===== config.mk =====
export PLATFORM = sky130hd
export DESIGN_NAME = hmap_fifo
export DESIGN_NICKNAME = d
export VERILOG_FILES = /design/src/hdl/hmap_pkg.sv /design/src/hdl/hmap_fifo.sv
export SDC_FILE = /design/constraint.sdc
export NUM_CORES = 1
export LEC_CHECK = 0
export BUFFER_PORTS_ARGS = -buffer_cell sky130_fd_sc_hd__buf_2
export CAP_MARGIN = 30
export CORE_ASPECT_RATIO = 0.75
export CORE_MARGIN = 3
export CORE_UTILIZATION = 40
export DETAILED_ROUTE_END_ITERATION = 16
export GPL_ROUTABILITY_DRIVEN = 1
export SLEW_MARGIN = 10
export SYNTH_ARGS = -nofsm -noshare
export SYNTH_HDL_FRONTEND = slang
export SYNTH_SLANG_ARGS = --single-unit

===== constraint.sdc =====
create_clock -name clk -period 4.5 [get_ports clk]
set_input_delay 1.125 -clock clk [delete_from_list [all_inputs] [get_ports clk]]
set_output_delay 1.125 -clock clk [all_outputs]
set_load 0.02 [all_outputs]

===== src/hdl/hmap_pkg.sv =====
// Shared types and constants for the chained hash map.
// No dependencies.
package hmap_pkg;
	localparam int KEY_W   = 32;
	localparam int VAL_W   = 32;
	localparam int CNT_W   = 7;
	localparam int BUCKETS = 64;
	localparam int BKT_W   = 6;
	localparam int NODES   = 256;
	localparam int NODE_W  = 8;
	localparam int LINK_W  = 9;
	localparam int STEPS   = 4;

	localparam logic [CNT_W-1:0] BUCKETS_C = CNT_W'(BUCKETS);
	localparam logic [LINK_W-1:0] NODES_C = LINK_W'(NODES);

	typedef enum logic [1:0] {
		ST_OK       = 2'd0,
		ST_FULL     = 2'd1,
		ST_NOTFOUND = 2'd2
	} status_t;

	typedef enum logic {
		CMD_INSERT = 1'b0,
		CMD_LOOKUP = 1'b1
	} cmd_t;

	typedef struct packed {
		cmd_t             cmd;
		logic [KEY_W-1:0] key;
		logic [VAL_W-1:0] value;
		logic [BKT_W-1:0] bucket;
	} job_t;

	typedef struct packed {
		logic [LINK_W-1:0] head;
		logic [LINK_W-1:0] tail;
	} bucket_t;

	typedef enum logic [1:0] {
		BS_IDLE,
		BS_HEAD,
		BS_LINK,
		BS_CMP
	} back_state_t;
endpackage


===== src/hdl/hmap_fifo.sv =====
// Two-entry job queue between front and back end.
// Depends on hmap_pkg.
module hmap_fifo import hmap_pkg::*; (
	input  logic clk,
	input  logic arst_n,
	input  logic push,
	output logic full,
	input  job_t din,
	input  logic pop,
	output logic nonempty,
	output job_t dout
);
	job_t mem_q [2];
	logic wr_q, rd_q;
	logic [1:0] count_q;

	assign full     = count_q == 2'd2;
	assign nonempty = count_q != 2'd0;
	assign dout     = mem_q[rd_q];

	always_ff @(posedge clk or negedge arst_n) begin
		if (!arst_n) begin
			wr_q    <= 1'b0;
			rd_q    <= 1'b0;
			count_q <= '0;
		end else begin
			if (push && !full) wr_q <= !wr_q;
			if (pop && nonempty) rd_q <= !rd_q;
			count_q <= count_q + 2'((push && !full) ? 1 : 0) - 2'((pop && nonempty) ? 1 : 0);
		end
	end

	always_ff @(posedge clk) begin
		if (push && !full) mem_q[wr_q] <= din;
	end
endmodule


==> flow_metrics.env <==
export IMPL_grt_antenna_before_repair=2
export IMPL_final_setup_violating_endpoints=0
export IMPL_critical_path_class="flop to output pin"
export IMPL_drive_above_1_share_pct=61.78
export IMPL_finalHoldViolations=0
export IMPL_cp_max_fanout=38
export IMPL_synthArstFlopShare_pct=2.740
export IMPL_final_critical_path_setup_slack_ns=1.159
export IMPL_postSynthCellCount=239
export IMPL_synth_avg_cell_area_um2=23.75
export IMPL_netSwitchingFraction_pct=30.98
export IMPL_globalplace_congestion=0.7019
export IMPL_fin_setup_tns_ns=0
export IMPL_combinationalPowerShare_pct=32.4
export IMPL_grt_setup_unrepaired="false"
export IMPL_detailed_place_hpwl_mm=6.432
export IMPL_clkTransAtPathRegs_ns=0.06
export IMPL_globalRoute_totalOverflow=0
export IMPL_cts_root_buffer_cell="clkbuf_16"
export IMPL_final_critical_delay_including_setup_and_external_delays_ns=3.341
export IMPL_max_slew_margin_pct=52.55
export IMPL_grt_start_max_net_pins=39
export IMPL_post_place_ws_ns=1.550
export IMPL_final_period_utilization_pct=74.25
export IMPL_global_route_usage_met2_pct=18.75
export IMPL_antenna_left=0
export IMPL_mappedNetlistNets=316
export IMPL_critPathLaunchType="flop"
export IMPL_groute_layer_met1_usage_pct=15.26
export IMPL_post_cts_resized=0
export IMPL_grt_pass1_vias=2893
export IMPL_timing_fmax_ghz=0.2993
export IMPL_initial_core_util_pct=41.15
export IMPL_global_route_peak_usage_layer="met2"
export IMPL_drc=0
export IMPL_power_density_nw_per_um2=709.1
export IMPL_avgRoutedWirePerCell_um=16.37
export IMPL_clock_tree_from_tritoncts="yes"
export IMPL_floorplan_die_width_um=143.6
export IMPL_fin_total_pwr_mw=5.067
export IMPL_first_iter_violations=75
export IMPL_synth_top_area_share_pct=75.12
export IMPL_clockBufferDepth=2
export IMPL_post_cts_setup_buffer_count=0
export IMPL_p_leak_nw=2.885
export IMPL_synth_distinct_cells=16
export IMPL_grt_usage_pct=12.61
export IMPL_num_antenna_cells=0
export IMPL_number_of_enable_type_register_cells_in_the_synthesized_netlist=142
export IMPL_cell_internal_pwr_mw=3.497
export IMPL_power_frac_seq_pct=40.1
export IMPL_worstMarginPinSlew_ns=0.7118
export IMPL_numClockSinks=146
export IMPL_insertion_delay_to_the_later_sink_of_the_worst_skew_pair_ns=0.41
export IMPL_die_h_um=109.2
export IMPL_cts_htree_levels=4
export IMPL_yosys_warnings=0
export IMPL_cts_hold_buffers=0
export IMPL_max_slew_violation_total_from_the_final_report=0
export IMPL_portBuffers=147
export IMPL_viasPerCell=4.536
export IMPL_finClkSkew_ns=0.008281
export IMPL_route_vias_total=2681
export IMPL_rows=37
export IMPL_synthToLayoutAreaGrowth_pct=25.90
export IMPL_grt_pass1_wl_mm=14.75
export IMPL_synth_cells_most_frequent="edfxtp_1 (142), mux2_4 (69), buf_12 (7)"
export IMPL_synth_area_leaders="edfxtp_1 (75%), mux2_4 (18%), buf_12 (2.5%)"
export IMPL_io_pins=148
export IMPL_drv_max_cap_violation_count=0
export IMPL_die_area_um2=15670
export IMPL_whs_ns=0.5152
export IMPL_status="complete, no violations"
export IMPL_number_of_buffers_inserted_during_clock_tree_synthesis=17
export IMPL_end_kind="output pin"
export IMPL_synthesis_area_um2=5677
export IMPL_hp_class="input port to async pin"
export IMPL_drt_total_wl_mm=9.672
export IMPL_postSynthRegisterBits=146
export IMPL_total_switching_power_mw=1.570
export IMPL_core_area_um2=13800
export IMPL_layout_nets=480
export IMPL_grt_use_met3_pct=7.935
export IMPL_synth_main_ff_cell="edfxtp_1"
export IMPL_cp_required_ns=3.38
export IMPL_ys_seq_area_share_pct=76.88
export IMPL_layout_filler_cells=1174
export IMPL_post_synth_top_count_cell="edfxtp_1"
export IMPL_dr_pass1_iters=4
export IMPL_data_arrival_time_of_the_critical_path_ns=2.22
export IMPL_synth_largest_area_cell="edfxtp_1"
export IMPL_peakVddDrop_mv=0.3010
export IMPL_share_clk_of_total_power_pct=27.5
==> per-stage QoR <==
step,utilization [%],instance area [um^2],instances
2_1_floorplan,-,5679,239
3_3_place_gp,47.36,6534,558
3_5_place_dp,47.51,6554,559
4_1_cts,51.80,7147,591
5_1_grt,51.80,7147,591
6_report,51.80,7147,591
==> area by class of cell <==
class / instances / area (um^2) / area share, %
Clock buffer: 19 / 432.9 / 6.057
Sequential cell: 146 / 4368 / 61.12
Timing Repair Buffer: 153 / 793.3 / 11.10
Tap cell: 175 / 219.0 / 3.064
Inverter: 2 / 7.507 / 0.1050
Clock inverter: 13 / 160.2 / 2.241
Multi-Input combinational cell: 83 / 1166 / 16.32
==> layout by cell type, fill, tap and decap left out, drive strengths merged <==
cell type | netlist | layout
xor2 | 1 | 1
and2 | 1 | 1
nand2b | 1 | 1
or2 | 1 | 1
dfrtp | 4 | 4
nand2 | 1 | 1
mux2 | 71 | 71
bufinv | 0 | 3
clkinv | 0 | 5
and3 | 1 | 1
clkbuf | 0 | 19
inv | 2 | 3
nor2 | 1 | 1
clkinvlp | 0 | 4
edfxtp | 142 | 142
buf | 8 | 153
ha | 2 | 2
xnor2 | 3 | 3
==> power groups by stage <==
| stage | Clock (mW) | Combinational, mW | Sequential, mW |
|---|---|---|---|
| floorplan | 0 | 1.40 | 1.96 |
| global placement | 0 | 1.64 | 2.06 |
| detailed placement | 0 | 1.67 | 2.07 |
| CTS | 1.43 | 1.68 | 2.04 |
| global route | 1.49 | 1.76 | 2.07 |
| finish | 1.40 | 1.64 | 2.03 |
==> kinds of logic (layout without fill, tap and decap cells) <==
kind of cell,Yosys count,after routing,synth area share (%)
muxes,71,71,18.65
adders and majority gates,2,2,0.4407
xor gates and xnor gates,4,4,0.6173
DFF,146,146,76.88
buffers and inverters,10,187,2.799
and+or+nand+nor,6,6,0.6173
==> routing by layer <==
metal | up-vias | share of wire [%]
met5 | - | 0.28
met1 | 1281 | 42
met2 | 106 | 45
met3 | 16 | 11
met4 | 4 | 1.1
li1 | 1274 | -
==> path summary, 6_finish.rpt <==
path | start | to | slack (ns) | cells after the start
worst max-delay path | rd_q | dout[46] | 1.16 | 3
worst min-delay path | arst_n | count_q[0] | 0.52 | 1
worst max register to register | count_q[1] | mem_q[0][63] | 2.41 | 4
worst min register to register | count_q[0] | count_q[0] | 0.52 | 1
max in group asynchronous | arst_n | rd_q | 3.84 | 1
min in group clk | count_q[0] | count_q[0] | 0.52 | 1
==> registers in the layout (all words and copies together), names as in the netlist <==
register / cells
mem_q: 142
wr_q: 1
rd_q: 1
count_q: 2
==> worst max-delay path, stage by stage (launching register included) <==
cell     delay (ns)
dfrtp_4        0.90
buf_4          0.41
mux2_4         0.33
buf_2          0.16
Note: power is estimated with default switching activity, not from simulation.
