<file path="src/hdl/hmap_pkg.sv">
// Shared types and constants for the chained hash map.
// No dependencies.
package hmap_pkg;
	localparam int KEY_W   = 32;
	localparam int VAL_W   = 32;
	localparam int CNT_W   = 7;
	localparam int BUCKETS = 64;
	localparam int BKT_W   = 6;
	localparam int NODES   = 256;
	localparam int NODE_W  = 8;
	localparam int LINK_W  = 9;
	localparam int STEPS   = 4;

	localparam logic [CNT_W-1:0] BUCKETS_C = CNT_W'(BUCKETS);
	localparam logic [LINK_W-1:0] NODES_C = LINK_W'(NODES);

	typedef enum logic [1:0] {
		ST_OK       = 2'd0,
		ST_FULL     = 2'd1,
		ST_NOTFOUND = 2'd2
	} status_t;

	typedef enum logic {
		CMD_INSERT = 1'b0,
		CMD_LOOKUP = 1'b1
	} cmd_t;

	typedef struct packed {
		cmd_t             cmd;
		logic [KEY_W-1:0] key;
		logic [VAL_W-1:0] value;
		logic [BKT_W-1:0] bucket;
	} job_t;

	typedef struct packed {
		logic [LINK_W-1:0] head;
		logic [LINK_W-1:0] tail;
	} bucket_t;

	typedef enum logic [1:0] {
		BS_IDLE,
		BS_HEAD,
		BS_LINK,
		BS_CMP
	} back_state_t;
endpackage

</file>
<file path="src/hdl/hmap_front.sv">
// Front end: accepts commands and reduces the key modulo the bucket count
// (clamped to 1..BUCKETS), four bits per cycle. Depends on hmap_pkg.
module hmap_front import hmap_pkg::*; (
	input  logic             clk,
	input  logic             arst_n,
	input  logic             in_valid,
	output logic             in_ready,
	input  cmd_t             in_cmd,
	input  logic [KEY_W-1:0] in_key,
	input  logic [VAL_W-1:0] in_value,
	input  logic [CNT_W-1:0] bucket_count,
	output logic             job_valid,
	input  logic             job_ready,
	output job_t             job
);
	localparam int ROUNDS = KEY_W / STEPS;

	logic busy_q, done_q;
	logic [$clog2(ROUNDS)-1:0] cnt_q;
	logic [KEY_W-1:0] shift_q;
	logic [CNT_W-1:0] rem_q, rem_next, div;
	job_t job_q;

	always_comb begin
		if (bucket_count == '0)
			div = CNT_W'(1);
		else if (bucket_count > BUCKETS_C)
			div = BUCKETS_C;
		else
			div = bucket_count;
	end

	always_comb begin
		logic [CNT_W-1:0] t;
		rem_next = rem_q;
		for (int i = 0; i < STEPS; i++) begin
			t = {rem_next[CNT_W-2:0], shift_q[KEY_W-1-i]};
			rem_next = (t >= div) ? t - div : t;
		end
	end

	assign in_ready  = !busy_q && !done_q;
	assign job_valid = done_q;
	always_comb begin
		job = job_q;
		job.bucket = rem_q[BKT_W-1:0];
	end

	always_ff @(posedge clk or negedge arst_n) begin
		if (!arst_n) begin
			busy_q <= 1'b0;
			done_q <= 1'b0;
			cnt_q  <= '0;
		end else begin
			if (in_valid && in_ready) begin
				busy_q <= 1'b1;
				cnt_q  <= '0;
			end else if (busy_q) begin
				cnt_q <= cnt_q + 1'b1;
				if (cnt_q == $bits(cnt_q)'(ROUNDS - 1)) begin
					busy_q <= 1'b0;
					done_q <= 1'b1;
				end
			end else if (done_q && job_ready) begin
				done_q <= 1'b0;
			end
		end
	end

	always_ff @(posedge clk) begin
		if (in_valid && in_ready) begin
			shift_q      <= in_key;
			rem_q        <= '0;
			job_q.cmd    <= in_cmd;
			job_q.key    <= in_key;
			job_q.value  <= in_value;
			job_q.bucket <= '0;
		end else if (busy_q) begin
			shift_q <= shift_q << STEPS;
			rem_q   <= rem_next;
		end
	end
endmodule

</file>
<file path="config.mk">
export PLATFORM = sky130hd
export DESIGN_NAME = hmap_front
export DESIGN_NICKNAME = d
export VERILOG_FILES = /design/src/hdl/hmap_pkg.sv /design/src/hdl/hmap_front.sv
export SDC_FILE = /design/constraint.sdc
export NUM_CORES = 1
export LEC_CHECK = 0
export BUFFER_PORTS_ARGS = -buffer_cell sky130_fd_sc_hd__buf_4
export CAP_MARGIN = 0
export CORE_MARGIN = 4
export CORE_UTILIZATION = 47
export DETAILED_ROUTE_END_ITERATION = 12
export GPL_TIMING_DRIVEN = 0
export PLACE_DENSITY = 0.84
export RECOVER_POWER = 25
export SLEW_MARGIN = 10
export SYNTH_ARGS = -nofsm -noshare
export SYNTH_HDL_FRONTEND = slang
export SYNTH_SLANG_ARGS = --single-unit
</file>
<file path="constraint.sdc">
create_clock -name clk -period 5.1 [get_ports clk]
set_input_delay 0.51 -clock clk [delete_from_list [all_inputs] [get_ports clk]]
set_output_delay 0.51 -clock clk [all_outputs]
set_load 0.05 [all_outputs]
</file>
==> results of run 1 <==
## timing repair
| item | 4_1_cts | 5_1_grt |
|---|---|---|
| pin swaps | 32 | 22 |
| cloned | 1 | 0 |
| endpoints found under the hold margin | 5 | 0 |
| gates resized for setup | 70 | 33 |
| endpoints found under the setup margin | 6 | 6 |
| setup buffers | 46 | 10 |
| hold buffers | 1 | 0 |
## per-layer routing
layer | share of wire (%) | up-vias | routed length, um
met1 | 34 | 2176 | 5940
met2 | 51 | 345 | 8930
met4 | 5.9 | 0 | 1030
met3 | 8.8 | 113 | 1540
met5 | 0 | - | 0
li1 | - | 1964 | -
## state kept, by name (all words and copies together) (netlist names)
signal and count:
job 65, busy_q 1, job_valid 1, rem_q 6
shift_q 32, cnt_q 3
## synth_stat cells (2+ instances only)
cell type | instances | area (um^2)
inv_2 | 2 | 7.51
o21ai_1 | 2 | 10.0
nor2_1 | 10 | 37.5
dfxtp_1 | 6 | 120
a21o_1 | 10 | 75.1
nand2_1 | 107 | 402
mux2_2 | 4 | 45.0
a21oi_1 | 20 | 100
nor3_1 | 4 | 20.0
ha_1 | 30 | 375
mux2i_1 | 2 | 20.0
edfxtp_1 | 97 | 2910
a211oi_1 | 3 | 22.5
a31o_2 | 2 | 17.5
a31oi_1 | 5 | 31.3
dfrtp_1 | 5 | 125
inv_1 | 21 | 78.8
a221oi_1 | 2 | 17.5
nand2b_1 | 4 | 25.0
nor2b_1 | 4 | 25.0
clkbuf_1 | 9 | 33.8
nor3b_1 | 3 | 22.5
o211ai_1 | 2 | 15.0
a21boi_0 | 4 | 30.0
nor4_1 | 2 | 12.5
xor2_1 | 5 | 43.8
fa_1 | 4 | 80.1
o21ai_0 | 17 | 85.1
nand3_1 | 4 | 20.0
o21a_1 | 4 | 30.0
xnor2_1 | 6 | 52.6
and3_1 | 7 | 43.8
## logic make-up after synthesis
family	Yosys count	share of synthesized area [%]
xor gates and xnor gates	11	1.90
buffers and inverters	33	2.59
adders and majority gates	34	8.97
DFF	108	62.2
and+or+nand+nor	149	12.5
AOI/OAI and AO/OA	82	10.5
muxes	6	1.28
## area by class of cell
type	count	area [um^2]	share of cell area, %
diodes	1	2.50	0.0326
plain buffers	10	48.8	0.635
clock buffers	9	124	1.61
clock inverters	7	92.6	1.21
inverters	23	90.1	1.17
multi-input cells	282	2460	32.1
flip-flops and latches	108	3160	41.1
well taps	136	170	2.22
repair buffers	207	1530	19.9
## stage by stage
stage	std cells	TNS (ns)	hold WS [ns]	worst slack, ns
2_1_floorplan	423	-2.52	0.214	-0.537
3_3_place_gp	707	-8.05	0.315	-1.46
3_5_place_dp	708	-9.02	0.316	-1.62
4_1_cts	772	-3.56	0.283	-0.646
5_1_grt	783	-7.14	0.298	-1.21
6_report	783	-6.20	0.303	-1.06
## worst max-delay path: cells and delay by family
family,cells,cell delay [ns]
compound gates,15,3.05
xor+xnor,1,0.18
fa+ha+maj,4,1.07
buf+inv,7,0.93
simple gates,6,0.68
## worst paths after layout
| path | endpoint | slack [ns] |
|---|---|---|
| max in group asynchronous | job_valid | 4.39 |
| worst min register to register | cnt_q[0] | 0.53 |
| worst max register to register | rem_q[5] | -1.00 |
| worst max-delay path | rem_q[5] | -1.06 |
| worst min-delay path | job_valid | 0.30 |
| min in group asynchronous | busy_q | 0.49 |
==> impl_metrics.py, run 1 <==
metrics = {
    "finish": {
        "final_common_cell": "buf_4",
        "n_fill_cell": 625,
        "drive_above_1_share_pct": 46.0,
        "synthToLayoutAreaGrowth_pct": 51.3,
        "fin_util_pct": 73.7,
        "stdcell_area_um2": 7680,
        "final_nets": 751,
        "final_cell_mix": "buf_4, edfxtp_1, nand2_1, clkbuf_4, clkbuf_1",
    },
    "worst_setup_path": {
        "arrival_ns": 6.44,
        "max_stage_delay_ns": 0.36,
        "cp_slowest_cell": "ha_1",
        "crit_start": "bucket_count[6]",
        "cp-end-kind": "register",
        "reg2reg_from": "rem_q[1]",
        "cp_max_fo": 6,
        "reg2reg_depth": 29,
        "critPathLaunchType": "input pin",
        "crit_type": "input pin to register",
        "required_ns": 5.38,
    },
    "floorplanning": {
        "io_pins": 149,
        "core_um2": 10400,
        "die_area_um2": 12500,
        "chipWidth_um": 112,
        "initial_core_util_pct": 48.7,
        "die_y_um": 112,
        "rows": 37,
    },
    "global_routing": {
        "grt-ovfl-total": 0,
        "grt.busiest_layer": "met2",
        "grtUsageMet3_pct": 5.11,
        "grt_max_degree": 64,
        "antenna_found_initial": 1,
        "grt_util_met2_pct": 45.2,
        "grt_pass1_vias": 4644,
        "use_met1_pct": 28.2,
        "groute.usage.overall_pct": 24.9,
        "grt_pass1_wl_mm": 24.4,
    },
    "clock_tree": {
        "cts_sinks": 108,
        "cts-buffers-inserted": 9,
        "cts_tree": "done",
        "clk_latency_ns": 0.39,
        "cts_max_level": 3,
        "clockBufferDepth": 2,
        "root_buffer": "clkbuf_8",
        "cts.clk_slew.worst_paths_ns": 0.11,
    },
    "timing": {
        "finalSetupViolCount": 6,
        "finalHoldViolCount": 0,
        "slew_viol_final": 0,
        "finalCriticalPeriod_ns": 6.16,
        "timing.fmax_mhz": 162,
        "post-route-period-util_pct": 121,
        "layout_setup_ws_ns": -1.06,
        "rsz0062_at_grt": "yes",
        "skew_ns": 0.0194,
        "slew_headroom_pct": 48.6,
        "worst_pin_slew_ns": 0.769,
    },
    "synth": {
        "yosys_warnings": 0,
        "synth_ff_type": "edfxtp_1",
        "syn_nets": 533,
        "avgSynthCellArea_um2": 12.0,
        "syn-cell-area_um2": 5070,
        "yosysSeqAreaShare_pct": 62.2,
        "netlist_instances": 423,
        "synth_seq_cells": 108,
        "synth.distinct_cells": 48,
        "synth-async-reset-ratio_pct": 4.63,
        "synth-edff-count": 97,
    },
    "routing": {
        "num_vias": 4598,
        "drtIter0Drc": 553,
        "routedWlPerCell_um": 22.3,
        "routed_via_density": 5.87,
        "firstDrtPassIters": 5,
        "detail-route-antenna-nets": 0,
        "drc": 0,
        "wirelength_mm": 17.4,
    },
    "place": {
        "gp_congestion": 0.895,
        "place_area_um2": 6540,
        "dp_hpwl_mm": 9.66,
        "io_buffers": 148,
    },
    "worst_hold_path": {
        "min_path_cells": 2,
        "worstHoldStart": "job_ready",
        "hp-class": "input pin to register",
    },
    "outcome": {
        "status": "finished with violations",
        "violations": "setup timing",
    },
    "job": {
        "maxCapViolCount": 0,
    },
}
Power of run 1 is left out: the tool's default activity adds up to more than one toggle a clock period on the data nets, which glitch-free logic cannot reach.
==> run 2, diff against run 1 <==
--- a/config.mk
+++ b/config.mk
@@ -9,6 +9,7 @@
 export CAP_MARGIN = 0
 export CORE_MARGIN = 4
 export CORE_UTILIZATION = 47
+export CTS_BUF_LIST = sky130_fd_sc_hd__clkbuf_16
 export DETAILED_ROUTE_END_ITERATION = 12
 export GPL_TIMING_DRIVEN = 0
 export PLACE_DENSITY = 0.84
==> impl_metrics.py, run 2 (synthesis results as in run 1) <==
metrics = {
    "outcome": {
        "status": "finished with violations",
        "violations": "setup timing",
    },
    "worst_setup_path": {
        "worst-path-buf-inv": 5,
        "cp_max_fo": 6,
        "cp-end-kind": "register",
        "reg2reg_from": "rem_q[1]",
        "cp_slowest_cell": "a221oi_1",
        "required_ns": 5.37,
        "critPathTopFamily": "compound AO/OA/AOI/OAI gates",
        "crit_start": "bucket_count[2]",
        "reg2reg_depth": 28,
        "crit_type": "input pin to register",
        "rrSetupSlack_ns": -1.06,
        "crit_end": "rem_q[3]",
        "max_stage_delay_ns": 0.57,
        "critPathLaunchType": "input pin",
        "r2r_end": "rem_q[3]",
        "crit_cells": 29,
        "arrival_ns": 6.60,
    },
    "routing": {
        "firstDrtPassIters": 5,
        "num_vias": 4531,
        "routed_via_density": 5.78,
        "detail-route-antenna-nets": 0,
        "wirelength_mm": 17.1,
        "drc": 0,
        "drtIter0Drc": 428,
        "routedWlPerCell_um": 21.8,
    },
    "finish": {
        "final_nets": 753,
        "n_fill_cell": 590,
        "drive_above_1_share_pct": 45.4,
        "antenna_cells": 0,
        "synthToLayoutAreaGrowth_pct": 53.4,
        "final_cell_mix": "buf_4, edfxtp_1, nand2_1, clkbuf_4, clkbuf_1",
        "largest_register_ffs": 65,
        "fin_util_pct": 74.7,
        "final_common_cell": "buf_4",
    },
    "timing": {
        "finalSetupViolCount": 6,
        "layout_setup_ws_ns": -1.23,
        "timing.fmax_mhz": 158,
        "slew_headroom_pct": 47.9,
        "finalHoldViolCount": 0,
        "slew_viol_final": 0,
        "skew_ns": 0.00563,
        "post-route-period-util_pct": 124,
        "rsz0062_at_grt": "yes",
        "worst_pin_slew_ns": 0.779,
        "finalCriticalPeriod_ns": 6.33,
    },
    "floorplanning": {
        "chipWidth_um": 112,
        "die_y_um": 112,
        "die_area_um2": 12500,
        "io_pins": 149,
        "core_um2": 10400,
        "initial_core_util_pct": 48.7,
        "rows": 37,
    },
    "global_routing": {
        "grt_pass1_wl_mm": 24.3,
        "grt_pass1_vias": 4672,
        "groute.usage.overall_pct": 25.0,
        "antenna_found_initial": 1,
        "grt-ovfl-total": 0,
        "grt_max_degree": 64,
    },
    "clock_tree": {
        "clockBufferDepth": 2,
        "cts_tree": "done",
        "cts-buffers-inserted": 9,
        "cts_max_level": 3,
        "clk_latency_ns": 0.35,
        "root_buffer": "clkbuf_16",
        "cts_sinks": 108,
        "cts.clk_slew.worst_paths_ns": 0.07,
    },
    "worst_hold_path": {
        "hp-class": "input pin to register",
        "min_path_cells": 2,
    },
    "place": {
        "dp_hpwl_mm": 9.66,
        "gp_congestion": 0.895,
        "io_buffers": 148,
    },
    "job": {
        "maxCapViolCount": 0,
    },
}
[run 2: cell count changes in the layout (fill, tap and decap cells not counted), sizes merged]
cell   change
buf        +2
diode      -1
[run 2: layer usage]
metal	GRT usage, %	routed length (um)	vias up	part of all wire, %
li1	-	-	1967	-
met1	27.6	5910	2156	35
met2	44.4	8720	305	51
met3	7.45	1480	101	8.6
met4	11.1	976	2	5.7
met5	0	8	-	0.047
[run 2: timing repair]
action | CTS | global route
cloned | 1 | 0
endpoints found under the hold margin | 5 | 0
pin swaps | 40 | 39
hold buffers | 1 | 0
endpoints found under the setup margin | 6 | 6
resized for setup | 69 | 34
buffers inserted | 41 | 17
[run 2: per-stage QoR]
stage                     std cells  TNS (ns)  hold slack (ns)  setup WS (ns)  instance area, um^2
after floorplan                 423     -2.52            0.214         -0.537                 5220
after global placement          707     -8.05            0.315          -1.46                 6500
after detailed placement        708     -9.02            0.316          -1.62                 6540
after CTS                       767     -4.06            0.323         -0.725                 7540
after global routing            784     -8.28            0.333          -1.41                 7780
final                           784     -7.17            0.341          -1.23                 7780
[run 2: how the worst min path moves through the flow]
stage | from | slack (ns) | to
5_1_grt | in_value[0] | 0.33 | job[6]
3_5_place_dp | arst_n | 0.32 | cnt_q[1]
4_1_cts | in_value[23] | 0.32 | job[29]
6_report | job_ready | 0.34 | job_valid
2_1_floorplan | arst_n | 0.21 | busy_q
3_3_place_gp | arst_n | 0.31 | cnt_q[1]
[run 2: layout make-up]
| class | count | area, um^2 | share of cell area (%) |
|---|---|---|---|
| clock inverters | 7 | 92.6 | 1.19 |
| multi-input cells | 282 | 2430 | 31.2 |
| flip-flops and latches | 108 | 3160 | 40.6 |
| repair buffers | 209 | 1570 | 20.2 |
| plain buffers | 10 | 48.8 | 0.627 |
| well taps | 136 | 170 | 2.19 |
| clock buffers | 9 | 225 | 2.89 |
| inverters | 23 | 90.1 | 1.16 |
[run 2: worst reg2reg max path, delay by kind of cell (launching register included)]
kind	cells	cell delay (ns)
buffers and inverters	7	0.92
adders and majority gates	4	0.97
and+or+nand+nor	3	0.39
DFF	1	0.50
xor gates and xnor gates	1	0.27
AOI/OAI and AO/OA	13	3.03
Power of run 2 is left out for the same reason.
==> run 3, diff against run 2 <==
--- a/config.mk
+++ b/config.mk
@@ -12,7 +12,7 @@
 export CTS_BUF_LIST = sky130_fd_sc_hd__clkbuf_16
 export DETAILED_ROUTE_END_ITERATION = 12
 export GPL_TIMING_DRIVEN = 0
-export PLACE_DENSITY = 0.84
+export PLACE_DENSITY = 0.85
 export RECOVER_POWER = 25
 export SLEW_MARGIN = 10
 export SYNTH_ARGS = -nofsm -noshare
==> impl_metrics.py, run 3 (synthesis results as in run 1) <==
metrics = {
    "outcome": {
        "status": "finished with violations",
        "violations": "setup timing",
    },
    "finish": {
        "final_nets": 729,
        "synthToLayoutAreaGrowth_pct": 47.8,
        "seq_area_um2": 3160,
        "stdcell_area_um2": 7500,
        "n_fill_cell": 636,
        "antenna_cells": 0,
        "drive_above_1_share_pct": 41.8,
        "largest_register_ffs": 65,
        "multi_input_area_um2": 2370,
        "final_common_cell": "buf_4",
        "final_cell_mix": "buf_4, nand2_1, edfxtp_1, clkbuf_4, clkbuf_1",
    },
    "routing": {
        "routedWlPerCell_um": 20.2,
        "detail-route-antenna-nets": 0,
        "drtIter0Drc": 343,
        "drc": 0,
        "routed_via_density": 5.64,
        "firstDrtPassIters": 5,
        "wirelength_mm": 15.4,
        "num_vias": 4283,
    },
    "global_routing": {
        "grt_pass1_wl_mm": 22.9,
        "groute.usage.overall_pct": 23.4,
        "grt_pass1_vias": 4380,
        "grt-ovfl-total": 0,
        "grt_max_degree": 63,
        "antenna_found_initial": 0,
    },
    "timing": {
        "rsz0062_at_grt": "yes",
        "timing.fmax_mhz": 162,
        "finalCriticalPeriod_ns": 6.17,
        "post-route-period-util_pct": 121,
        "skew_ns": 0.00600,
        "finalSetupViolCount": 6,
        "worst_pin_slew_ns": 0.740,
        "slew_headroom_pct": 50.5,
        "slew_viol_final": 0,
        "layout_setup_ws_ns": -1.07,
        "finalHoldViolCount": 0,
    },
    "clock_tree": {
        "cts-buffers-inserted": 9,
        "cts_tree": "done",
        "clk_latency_ns": 0.34,
        "clockBufferDepth": 2,
        "cts_max_level": 3,
        "cts_sinks": 108,
        "root_buffer": "clkbuf_16",
        "cts.clk_slew.worst_paths_ns": 0.07,
    },
    "worst_setup_path": {
        "cp-end-kind": "register",
        "crit_type": "input pin to register",
        "critPathLaunchType": "input pin",
        "required_ns": 5.33,
        "cp_max_fo": 6,
        "cp_slowest_cell": "fa_1",
        "arrival_ns": 6.40,
        "worst_path_most_repeated_cell": "buf_4",
        "max_stage_delay_ns": 0.47,
    },
    "floorplanning": {
        "rows": 37,
        "io_pins": 149,
        "die_y_um": 112,
        "die_area_um2": 12500,
        "initial_core_util_pct": 48.7,
        "core_um2": 10400,
        "chipWidth_um": 112,
    },
    "place": {
        "place_area_um2": 6540,
        "dp_hpwl_mm": 9.78,
        "gp_congestion": 0.860,
        "io_buffers": 148,
        "dp_slack_ns": -1.72,
    },
    "worst_hold_path": {
        "hp-class": "input pin to register",
    },
    "job": {
        "maxCapViolCount": 0,
    },
}
run 3: timing repair:
item,in CTS,in global routing
hold buffers,1,0
pin swaps,31,36
resized for setup,59,25
cloned,1,0
buffers inserted,24,10
endpoints found under the setup margin,6,6
endpoints found under the hold margin,5,0
run 3: final timing paths:
check / startpoint / cells past startpoint / end / slack [ns]
max in group asynchronous: arst_n / 2 / job_valid / 4.36
max reg2reg: shift_q[31] / 28 / rem_q[4] / -0.86
min reg2reg: cnt_q[0] / 1 / cnt_q[0] / 0.50
max: bucket_count[6] / 32 / rem_q[4] / -1.07
min: job_ready / 2 / job_valid / 0.34
min in group asynchronous: arst_n / 2 / busy_q / 0.53
run 3: per-layer routing:
layer | GRT usage (%) | part of all wire [%] | vias up | routed length [um]
met5 | 0 | 0 | - | 0
met4 | 8.43 | 4.7 | 0 | 718
met3 | 6.47 | 8.7 | 71 | 1340
met2 | 42.2 | 52 | 266 | 7920
met1 | 26.4 | 35 | 2026 | 5380
li1 | - | - | 1920 | -
run 3: per-stage QoR:
stage / cells / TNS, ns / hold WS [ns] / util [%]
floorplan: 423 / -2.52 / 0.214 / -
global route: 760 / -7.06 / 0.338 / 72.0
CTS: 750 / -4.27 / 0.322 / 70.7
detailed placement: 708 / -9.54 / 0.316 / 62.8
finish: 760 / -6.24 / 0.337 / 72.0
global placement: 707 / -8.22 / 0.314 / 62.5
run 3: cell type report:
cell class / count / area share (%)
Sequential cell: 108 / 42.1
Multi-Input combinational cell: 282 / 31.6
Timing Repair Buffer: 185 / 18.1
Clock buffer: 9 / 3.00
Tap cell: 136 / 2.27
Inverter: 23 / 1.20
Clock inverter: 7 / 1.08
Buffer: 10 / 0.651
run 3: critical path: cells and delay by family:
kind	cells	cell delay, ns
buffers and inverters	8	1.09
AND/OR/NAND/NOR	4	0.53
AO/OA/AOI/OAI	15	2.75
adder cells (fa/ha/maj)	4	1.34
XOR/XNOR	1	0.19
Power of run 3 is left out for the same reason.
